--- src/hdl/tras_pkg.sv ---
// ----------------------------------------------------------------------------
// Typing-rate animation sequencer package
// Shared types, register map and constants of the animation sequencer.
// ----------------------------------------------------------------------------
package tras_pkg;

	localparam int FRAME_W          = 4;
	localparam int RATE_W           = 10;
	localparam int ELAPSED_W        = 10;
	localparam int TIMER_W          = 16;
	localparam int DELAY_W          = 8;
	localparam int IDLE_FRAME_COUNT = 5;
	localparam int TAP_FRAME_COUNT  = 2;

	localparam int DELAY_BASE = 300;
	localparam int DELAY_MIN  = 80;
	localparam int DELAY_MAX  = 250;

	// Rates at or below this give the maximum delay; at or above the next give the minimum.
	localparam logic [RATE_W-1:0] RATE_SLOW_LIMIT = RATE_W'((DELAY_BASE - DELAY_MAX) / 2);
	localparam logic [RATE_W-1:0] RATE_FAST_LIMIT = RATE_W'((DELAY_BASE - DELAY_MIN) / 2);

	localparam logic [FRAME_W:0] IDLE_WRAP = (FRAME_W+1)'(IDLE_FRAME_COUNT);
	localparam logic [FRAME_W:0] TAP_WRAP  = (FRAME_W+1)'(TAP_FRAME_COUNT);

	localparam logic [RATE_W-1:0]  TAP_THRESHOLD_RST  = RATE_W'(20);
	localparam logic [RATE_W-1:0]  PREP_THRESHOLD_RST = RATE_W'(10);
	localparam logic [TIMER_W-1:0] IDLE_TIMEOUT_RST   = TIMER_W'(500);

	localparam int PADDR_W = 4;
	localparam int PDATA_W = 32;

	typedef enum logic [1:0] {
		REG_TAP_THRESHOLD  = 2'd0,
		REG_PREP_THRESHOLD = 2'd1,
		REG_IDLE_TIMEOUT   = 2'd2
	} reg_idx_t;

	typedef enum logic [1:0] {
		MODE_IDLE = 2'd0,
		MODE_PREP = 2'd1,
		MODE_TAP  = 2'd2
	} mode_t;

	typedef struct packed {
		logic [RATE_W-1:0]  tap_threshold;
		logic [RATE_W-1:0]  prep_threshold;
		logic [TIMER_W-1:0] idle_timeout;
	} cfg_t;

	function automatic logic [TIMER_W-1:0] sat_add(input logic [TIMER_W-1:0] a,
			input logic [ELAPSED_W-1:0] b);
		logic [TIMER_W:0] sum;
		sum = {1'b0, a} + (TIMER_W+1)'(b);
		return sum[TIMER_W] ? {TIMER_W{1'b1}} : sum[TIMER_W-1:0];
	endfunction

	function automatic logic [FRAME_W-1:0] frame_step(input logic [FRAME_W-1:0] f,
			input logic [FRAME_W:0] wrap);
		logic [FRAME_W:0] nxt;
		nxt = {1'b0, f} + (FRAME_W+1)'(1);
		return (nxt >= wrap) ? '0 : nxt[FRAME_W-1:0];
	endfunction

endpackage

--- src/hdl/tras_regs.sv ---
// ----------------------------------------------------------------------------
// Configuration registers
// APB register file holding the mode thresholds and the idle timeout.
// ----------------------------------------------------------------------------
module tras_regs import tras_pkg::*; (
	input  logic               clk,
	input  logic               arst_n,
	input  logic               psel,
	input  logic               penable,
	input  logic               pwrite,
	input  logic [PADDR_W-1:0] paddr,
	input  logic [PDATA_W-1:0] pwdata,
	output logic [PDATA_W-1:0] prdata,
	output logic               pready,
	output cfg_t               cfg
);

	cfg_t     cfg_q;
	logic     wr_en;
	reg_idx_t idx;

	assign pready = 1'b1;
	assign wr_en  = psel & penable & pwrite;
	assign idx    = reg_idx_t'(paddr[PADDR_W-1:2]);
	assign cfg    = cfg_q;

	always_ff @(posedge clk or negedge arst_n) begin
		if (!arst_n) begin
			cfg_q.tap_threshold  <= TAP_THRESHOLD_RST;
			cfg_q.prep_threshold <= PREP_THRESHOLD_RST;
			cfg_q.idle_timeout   <= IDLE_TIMEOUT_RST;
		end else if (wr_en) begin
			unique case (idx)
				REG_TAP_THRESHOLD:  cfg_q.tap_threshold  <= pwdata[RATE_W-1:0];
				REG_PREP_THRESHOLD: cfg_q.prep_threshold <= pwdata[RATE_W-1:0];
				REG_IDLE_TIMEOUT:   cfg_q.idle_timeout   <= pwdata[TIMER_W-1:0];
				default: ;
			endcase
		end
	end

	always_comb begin
		unique case (idx)
			REG_TAP_THRESHOLD:  prdata = PDATA_W'(cfg_q.tap_threshold);
			REG_PREP_THRESHOLD: prdata = PDATA_W'(cfg_q.prep_threshold);
			REG_IDLE_TIMEOUT:   prdata = PDATA_W'(cfg_q.idle_timeout);
			default:            prdata = '0;
		endcase
	end

endmodule

--- src/hdl/typing_rate_animation_sequencer_top.sv ---
// ----------------------------------------------------------------------------
// Typing-rate animation sequencer
// Picks an animation mode from the typing rate and steps its frame counter.
// ----------------------------------------------------------------------------
// Usage:
// Each tick word carries delta_ms and typing_rate on tick_valid; the block
// holds tick_stall high when it cannot take a word. Each tick gives exactly
// one result word (mode, frame_index, frame_delay) on res_valid, held until
// res_stall is low.
// A tick is registered at the input, then evaluated combinationally against
// the mode, timers and frame counters and written to the result register;
// one tick is taken every cycle while res_stall is low or no result is waiting.
// When res_stall is high with a result waiting, one further tick is still
// taken into the input register; after that tick_stall rises.
// Reset clears the mode to idle, both timers and both frame counters, empties
// both pipeline registers and loads the register defaults (tap threshold 20,
// prep threshold 10, idle timeout 500). The user must write registers over
// APB only while no tick is in flight; the block itself does not enforce this.
// ----------------------------------------------------------------------------
module typing_rate_animation_sequencer_top import tras_pkg::*; (
	input  logic                 clk,
	input  logic                 arst_n,
	input  logic                 psel,
	input  logic                 penable,
	input  logic                 pwrite,
	input  logic [PADDR_W-1:0]   paddr,
	input  logic [PDATA_W-1:0]   pwdata,
	output logic [PDATA_W-1:0]   prdata,
	output logic                 pready,
	input  logic                 tick_valid,
	output logic                 tick_stall,
	input  logic [ELAPSED_W-1:0] delta_ms,
	input  logic [RATE_W-1:0]    typing_rate,
	output logic                 res_valid,
	input  logic                 res_stall,
	output logic [1:0]           mode,
	output logic [FRAME_W-1:0]   frame_index,
	output logic [DELAY_W-1:0]   frame_delay
);

	cfg_t cfg;

	tras_regs u_regs (
		.clk     (clk),
		.arst_n  (arst_n),
		.psel    (psel),
		.penable (penable),
		.pwrite  (pwrite),
		.paddr   (paddr),
		.pwdata  (pwdata),
		.prdata  (prdata),
		.pready  (pready),
		.cfg     (cfg)
	);

	logic                 valid_s1;
	logic [ELAPSED_W-1:0] elapsed_s1;
	logic [RATE_W-1:0]    rate_s1;
	logic                 advance;
	logic                 take;

	mode_t                mode_q;
	logic [TIMER_W-1:0]   anim_q;
	logic [TIMER_W-1:0]   mode_elapsed_q;
	logic [FRAME_W-1:0]   idle_frame_q;
	logic [FRAME_W-1:0]   tap_frame_q;

	logic                 valid_s2;
	mode_t                mode_s2;
	logic [FRAME_W-1:0]   frame_s2;
	logic [DELAY_W-1:0]   delay_s2;

	mode_t                target;
	mode_t                mode_d;
	logic [DELAY_W-1:0]   delay;
	logic [TIMER_W-1:0]   anim_d;
	logic [TIMER_W-1:0]   mode_elapsed_d;
	logic [FRAME_W-1:0]   idle_frame_d;
	logic [FRAME_W-1:0]   tap_frame_d;
	logic [FRAME_W-1:0]   frame;
	logic [RATE_W:0]      twice_rate;
	logic [RATE_W:0]      lin_delay;

	assign advance    = !valid_s2 || !res_stall;
	assign tick_stall = valid_s1 && !advance;
	assign take       = tick_valid && !tick_stall;

	always_ff @(posedge clk or negedge arst_n) begin
		if (!arst_n) begin
			valid_s1 <= 1'b0;
		end else if (!valid_s1 || advance) begin
			valid_s1 <= tick_valid;
		end
	end

	always_ff @(posedge clk) begin
		if (take) begin
			elapsed_s1 <= delta_ms;
			rate_s1    <= typing_rate;
		end
	end

	// Delay is 300 minus twice the rate, clamped; only the middle band needs the subtract.
	assign twice_rate = {rate_s1, 1'b0};
	assign lin_delay  = (RATE_W+1)'(DELAY_BASE) - twice_rate;

	always_comb begin
		if (rate_s1 <= RATE_SLOW_LIMIT) begin
			delay = DELAY_W'(DELAY_MAX);
		end else if (rate_s1 >= RATE_FAST_LIMIT) begin
			delay = DELAY_W'(DELAY_MIN);
		end else begin
			delay = lin_delay[DELAY_W-1:0];
		end
	end

	always_comb begin
		if (rate_s1 >= cfg.tap_threshold) begin
			target = MODE_TAP;
		end else if (rate_s1 >= cfg.prep_threshold) begin
			target = MODE_PREP;
		end else begin
			target = MODE_IDLE;
		end

		anim_d         = sat_add(anim_q, elapsed_s1);
		mode_elapsed_d = sat_add(mode_elapsed_q, elapsed_s1);
		idle_frame_d   = idle_frame_q;
		tap_frame_d    = tap_frame_q;
		mode_d         = mode_q;

		if (target != mode_q) begin
			mode_d         = target;
			anim_d         = '0;
			mode_elapsed_d = '0;
			if (target == MODE_IDLE) begin
				idle_frame_d = '0;
			end else if (target == MODE_TAP) begin
				tap_frame_d = '0;
			end
		end

		unique case (mode_d)
			MODE_IDLE: begin
				if (mode_elapsed_d >= cfg.idle_timeout && anim_d >= TIMER_W'(delay)) begin
					anim_d       = '0;
					idle_frame_d = frame_step(idle_frame_d, IDLE_WRAP);
				end
				frame = idle_frame_d;
			end
			MODE_TAP: begin
				if (anim_d >= TIMER_W'(delay)) begin
					anim_d      = '0;
					tap_frame_d = frame_step(tap_frame_d, TAP_WRAP);
				end
				frame = tap_frame_d;
			end
			default: begin
				frame = '0;
			end
		endcase
	end

	always_ff @(posedge clk or negedge arst_n) begin
		if (!arst_n) begin
			mode_q         <= MODE_IDLE;
			anim_q         <= '0;
			mode_elapsed_q <= '0;
			idle_frame_q   <= '0;
			tap_frame_q    <= '0;
			valid_s2       <= 1'b0;
		end else if (advance) begin
			valid_s2 <= valid_s1;
			if (valid_s1) begin
				mode_q         <= mode_d;
				anim_q         <= anim_d;
				mode_elapsed_q <= mode_elapsed_d;
				idle_frame_q   <= idle_frame_d;
				tap_frame_q    <= tap_frame_d;
			end
		end
	end

	always_ff @(posedge clk) begin
		if (advance && valid_s1) begin
			mode_s2  <= mode_d;
			frame_s2 <= frame;
			delay_s2 <= delay;
		end
	end

	assign res_valid   = valid_s2;
	assign mode        = mode_s2;
	assign frame_index = frame_s2;
	assign frame_delay = delay_s2;

	a_prep_frame_zero: assert property (@(posedge clk) disable iff (!arst_n)
		res_valid && mode_s2 == MODE_PREP |-> frame_s2 == '0)
		else $error("prep result with nonzero frame");

	a_delay_range: assert property (@(posedge clk) disable iff (!arst_n)
		res_valid |-> frame_delay >= DELAY_W'(DELAY_MIN) && frame_delay <= DELAY_W'(DELAY_MAX))
		else $error("frame delay out of range");

	a_tap_frame_range: assert property (@(posedge clk) disable iff (!arst_n)
		(FRAME_W+1)'(tap_frame_q) < TAP_WRAP && (FRAME_W+1)'(idle_frame_q) < IDLE_WRAP)
		else $error("frame counter beyond its frame count");

	a_switch_clears: assert property (@(posedge clk) disable iff (!arst_n)
		advance && valid_s1 && target != mode_q |=> anim_q == '0 && mode_elapsed_q == '0)
		else $error("mode change did not clear timers");

	a_result_mode_tracks: assert property (@(posedge clk) disable iff (!arst_n)
		advance && valid_s1 |=> res_valid && mode_s2 == mode_q)
		else $error("result mode differs from state");

endmodule
--- config.mk ---
export PLATFORM = sky130hd
export DESIGN_NAME = typing_rate_animation_sequencer_top
export DESIGN_NICKNAME = d
export VERILOG_FILES = /design/src/hdl/tras_pkg.sv /design/src/hdl/tras_regs.sv /design/src/hdl/typing_rate_animation_sequencer_top.sv
export SDC_FILE = /design/constraint.sdc
export NUM_CORES = 1
export LEC_CHECK = 0
export ABC_AREA = 0
export BUFFER_PORTS_ARGS = -buffer_cell sky130_fd_sc_hd__buf_2
export CAP_MARGIN = 20
export CORE_MARGIN = 3
export CORE_UTILIZATION = 63
export CTS_CLUSTER_DIAMETER = 30
export DETAILED_ROUTE_END_ITERATION = 8
export GPL_TIMING_DRIVEN = 0
export PLACE_DENSITY = 0.87
export RECOVER_POWER = 50
export SYNTH_ARGS = -nofsm -noshare
export SYNTH_HDL_FRONTEND = slang
export SYNTH_HIERARCHICAL = 1
export SYNTH_SLANG_ARGS = --single-unit
--- constraint.sdc ---
create_clock -name clk -period 15.4 [get_ports clk]
set_input_delay 1.54 -clock clk [delete_from_list [all_inputs] [get_ports clk]]
set_output_delay 1.54 -clock clk [all_outputs]
set_load 0.01 [all_outputs]
==> impl_metrics.py <==
metrics = {
    "hold_path": {
        "holdPathStages": 2,
        "hold_class": "reg2reg",
    },
    "power": {
        "pwr-share-clk": 0.289,
        "power.total_uw": 1374,
        "powerDensity_mw_per_mm2": 157.2,
        "switching_power_uw": 513.8,
        "peakVddDrop_uv": 99.52,
        "combPwrFrac": 0.402,
        "p_int_uw": 860.3,
        "p_seq_frac": 0.310,
        "power_leakage_uw": 0.004126,
        "switching_share": 0.3739,
    },
    "die": {
        "die_w_um": 115.2,
        "rows": 39,
        "core-area_mm2": 0.01152,
        "dieArea_mm2": 0.01328,
        "die_h_um": 115.2,
        "start_util": 0.6528,
        "ios": 112,
    },
    "setup_path": {
        "worstSetupPathType": "reg2reg",
        "start_kind": "register",
        "rr_worst_depth": 21,
        "cp_max_fo": 10,
        "arrival_ns": 6.42,
        "worstSetupEndpointType": "register",
        "required_ns": 15.57,
    },
    "sta": {
        "setup_viol": 0,
        "worst_pin_slew_ns": 2.835,
        "hold-worst-slack_ns": 0.4948,
        "drv_slew": 83,
        "fmax_ghz": 0.1599,
        "setup_ws_ns": 9.147,
        "period_needed_ns": 6.253,
        "fin_crit_sh": 0.4061,
        "worst_clock_skew_ns": 0.008555,
        "rsz0062_at_grt": "false",
        "maxSlewHeadroom": -0.8898,
        "finalSetupTns_ns": 0,
        "hold_viol": 0,
    },
    "run_status": {
        "status": "finished, violations left",
        "failed_checks": "capacitance limit, slew limit",
    },
    "synthesis": {
        "yosysWarnings": 6,
        "syn_area_mm2": 0.007517,
        "synth.avg_cell_area_um2": 9.839,
        "ys.flop_type": "dfrtp_1",
        "async_flop_share": 0.7080,
        "syn_inst": 764,
        "synth_area_leaders": "dfrtp_1 23%, edfxtp_1 13%, ha_1 12%",
        "ys_ff_latch": 113,
        "yosysSeqAreaShare": 0.3998,
        "synth_edf_count": 33,
        "synth.distinct_cells": 73,
        "yosysMostFrequentCell": "ha_1",
        "synthTopCellsByCount": "71 x ha_1, 70 x dfrtp_1, 61 x a21oi_1, 61 x inv_1, 50 x nand2_1",
        "synth_top_area_share": 0.2330,
        "yosysTopAreaCell": "dfrtp_1",
    },
    "layout": {
        "fill_cells": 763,
        "nets": 1011,
        "syn_to_final_growth_pct": 16.28,
        "stdcell_area_mm2": 0.008741,
        "drive_above_1_share": 0.2151,
        "antennaDiodeCount": 0,
    },
    "placement": {
        "dpl-instance-area_mm2": 0.008185,
        "gp_congestion": 0.8967,
        "port_buffers": 75,
        "place_ws_ns": 9.396,
        "dp_hpwl_mm": 14.24,
    },
    "detailed_routing": {
        "drt-initial-drc-count": 545,
        "vias_per_cell": 6.227,
        "vias": 6420,
        "wl_per_cell_um": 18.56,
        "firstDrtPassIters": 5,
        "drc_errors": 0,
        "antenna_left": 0,
        "wl_mm": 19.14,
    },
    "global_routing": {
        "antenna_found_initial": 0,
        "overflow": 0,
        "grt_pass1_vias": 6446,
        "grt_pass1_wl_mm": 31.31,
        "grt_max_degree": 50,
        "grt_usage": 0.3041,
    },
    "job": {
        "maxCapViolations": 2,
    },
    "clock_network": {
        "clkTransAtPathRegs_ns": 0.05,
        "cts-buffers-inserted": 17,
        "post_cts_resized": 0,
        "postCtsSetupBuffers": 0,
        "insertion_delay_ns": 0.43,
        "numClockSinks": 113,
        "cts_hold_buf": 0,
        "htree_levels": 4,
        "tritoncts": "done",
        "clockBufferDepth": 2,
        "root_buffer": "clkbuf_16",
    },
}
## cells in the final DEF (no fill, tap or decap), types with 33 or more instances in the layout
cell | netlist | layout
mux2_2 | 46 | 44
edfxtp_1 | 33 | 33
nor2_1 | 48 | 48
inv_1 | 61 | 61
o21ai_0 | 42 | 42
buf_2 | 6 | 73
dfrtp_1 | 70 | 70
ha_1 | 71 | 71
nand2_1 | 50 | 50
a21oi_1 | 61 | 61
## state kept, by name, indices dropped and copies added, names as in the netlist
name,cells
anim_q,16
rate_s1,10
valid_s1,1
mode,2
elapsed_s1,10
u_regs/cfg,36
mode_elapsed_q,16
tap_frame_q,4
mode_q,2
res_valid,1
frame_delay,7
frame_index,4
idle_frame_q,4
## kinds of logic (layout without fill, tap and decap cells)
kind of cell / after synthesis / count (layout) / share of synthesized area
AOI/OAI and AO/OA: 202 / 202 / 0.1788
xor gates and xnor gates: 18 / 18 / 0.02097
adders and majority gates: 73 / 73 / 0.1235
buffers and inverters: 97 / 206 / 0.05942
DFF: 113 / 113 / 0.3998
muxes: 56 / 56 / 0.08222
other: 3 / 18 / 0.001498
and+or+nand+nor: 202 / 202 / 0.1338
## final timing paths
kind | start | to | slack [ns]
setup reg to reg | rate_s1[0] | frame_index[1] | 9.15
hold / removal | anim_q[0] | anim_q[0] | 0.49
hold reg to reg | anim_q[0] | anim_q[0] | 0.49
setup / recovery | rate_s1[0] | frame_index[1] | 9.15
max in group asynchronous | arst_n | mode_elapsed_q[10] | 10.41
min in group asynchronous | arst_n | tap_frame_q[2] | 1.56
## area by class of cell
type	instances	area (um2)	area share
Timing Repair Buffer	77	397.9	0.04552
Buffer	35	212.7	0.02433
Tap cell	143	178.9	0.02047
Clock buffer	21	470.5	0.05382
Sequential cell	113	3005	0.3438
Clock inverter	11	126.4	0.01446
Multi-Input combinational cell	569	4116	0.4709
Inverter	62	232.7	0.02662
## through the flow
step                        util  std cells
after detailed placement  0.7108        999
after global placement    0.7058        997
after CTS                 0.7626       1031
after global routing      0.7590       1031
final                     0.7590       1031
after floorplan                -        779
## routing by layer
metal  part of all wire  track usage
met1               0.40       0.3594
met2               0.51       0.5212
met3              0.068      0.07737
met4              0.029       0.1385
met5                  0            0
## worst max-delay path, cell delays in order (launching register included)
cell and delay, ns:
edfxtp_1 0.46, inv_1 0.20, ha_1 0.26, nand2b_1 0.14, a21o_1 0.17, a21oi_1 0.17
and2_1 0.30, clkinv_1 0.29, a2bb2oi_1 0.50, and2_1 0.29, clkbuf_1 0.49, a21oi_1 0.18
ha_1 0.33, nor2b_1 0.14, o21a_1 0.17, o21ai_0 0.18, nand2b_1 0.11, a311o_1 0.44
a311o_1 0.37, o21ai_2 0.38, nor2_1 0.10, a311o_1 0.33
## power by group through the flow
stage / clock, uW / sequential, uW / combinational, uW
3_5_place_dp: 0 / 429 / 536
6_report: 397 / 425 / 552
2_1_floorplan: 0 / 414 / 404
3_3_place_gp: 0 / 423 / 504
4_1_cts: 400 / 424 / 545
5_1_grt: 417 / 433 / 608
Note: power is estimated with default switching activity, not from simulation.
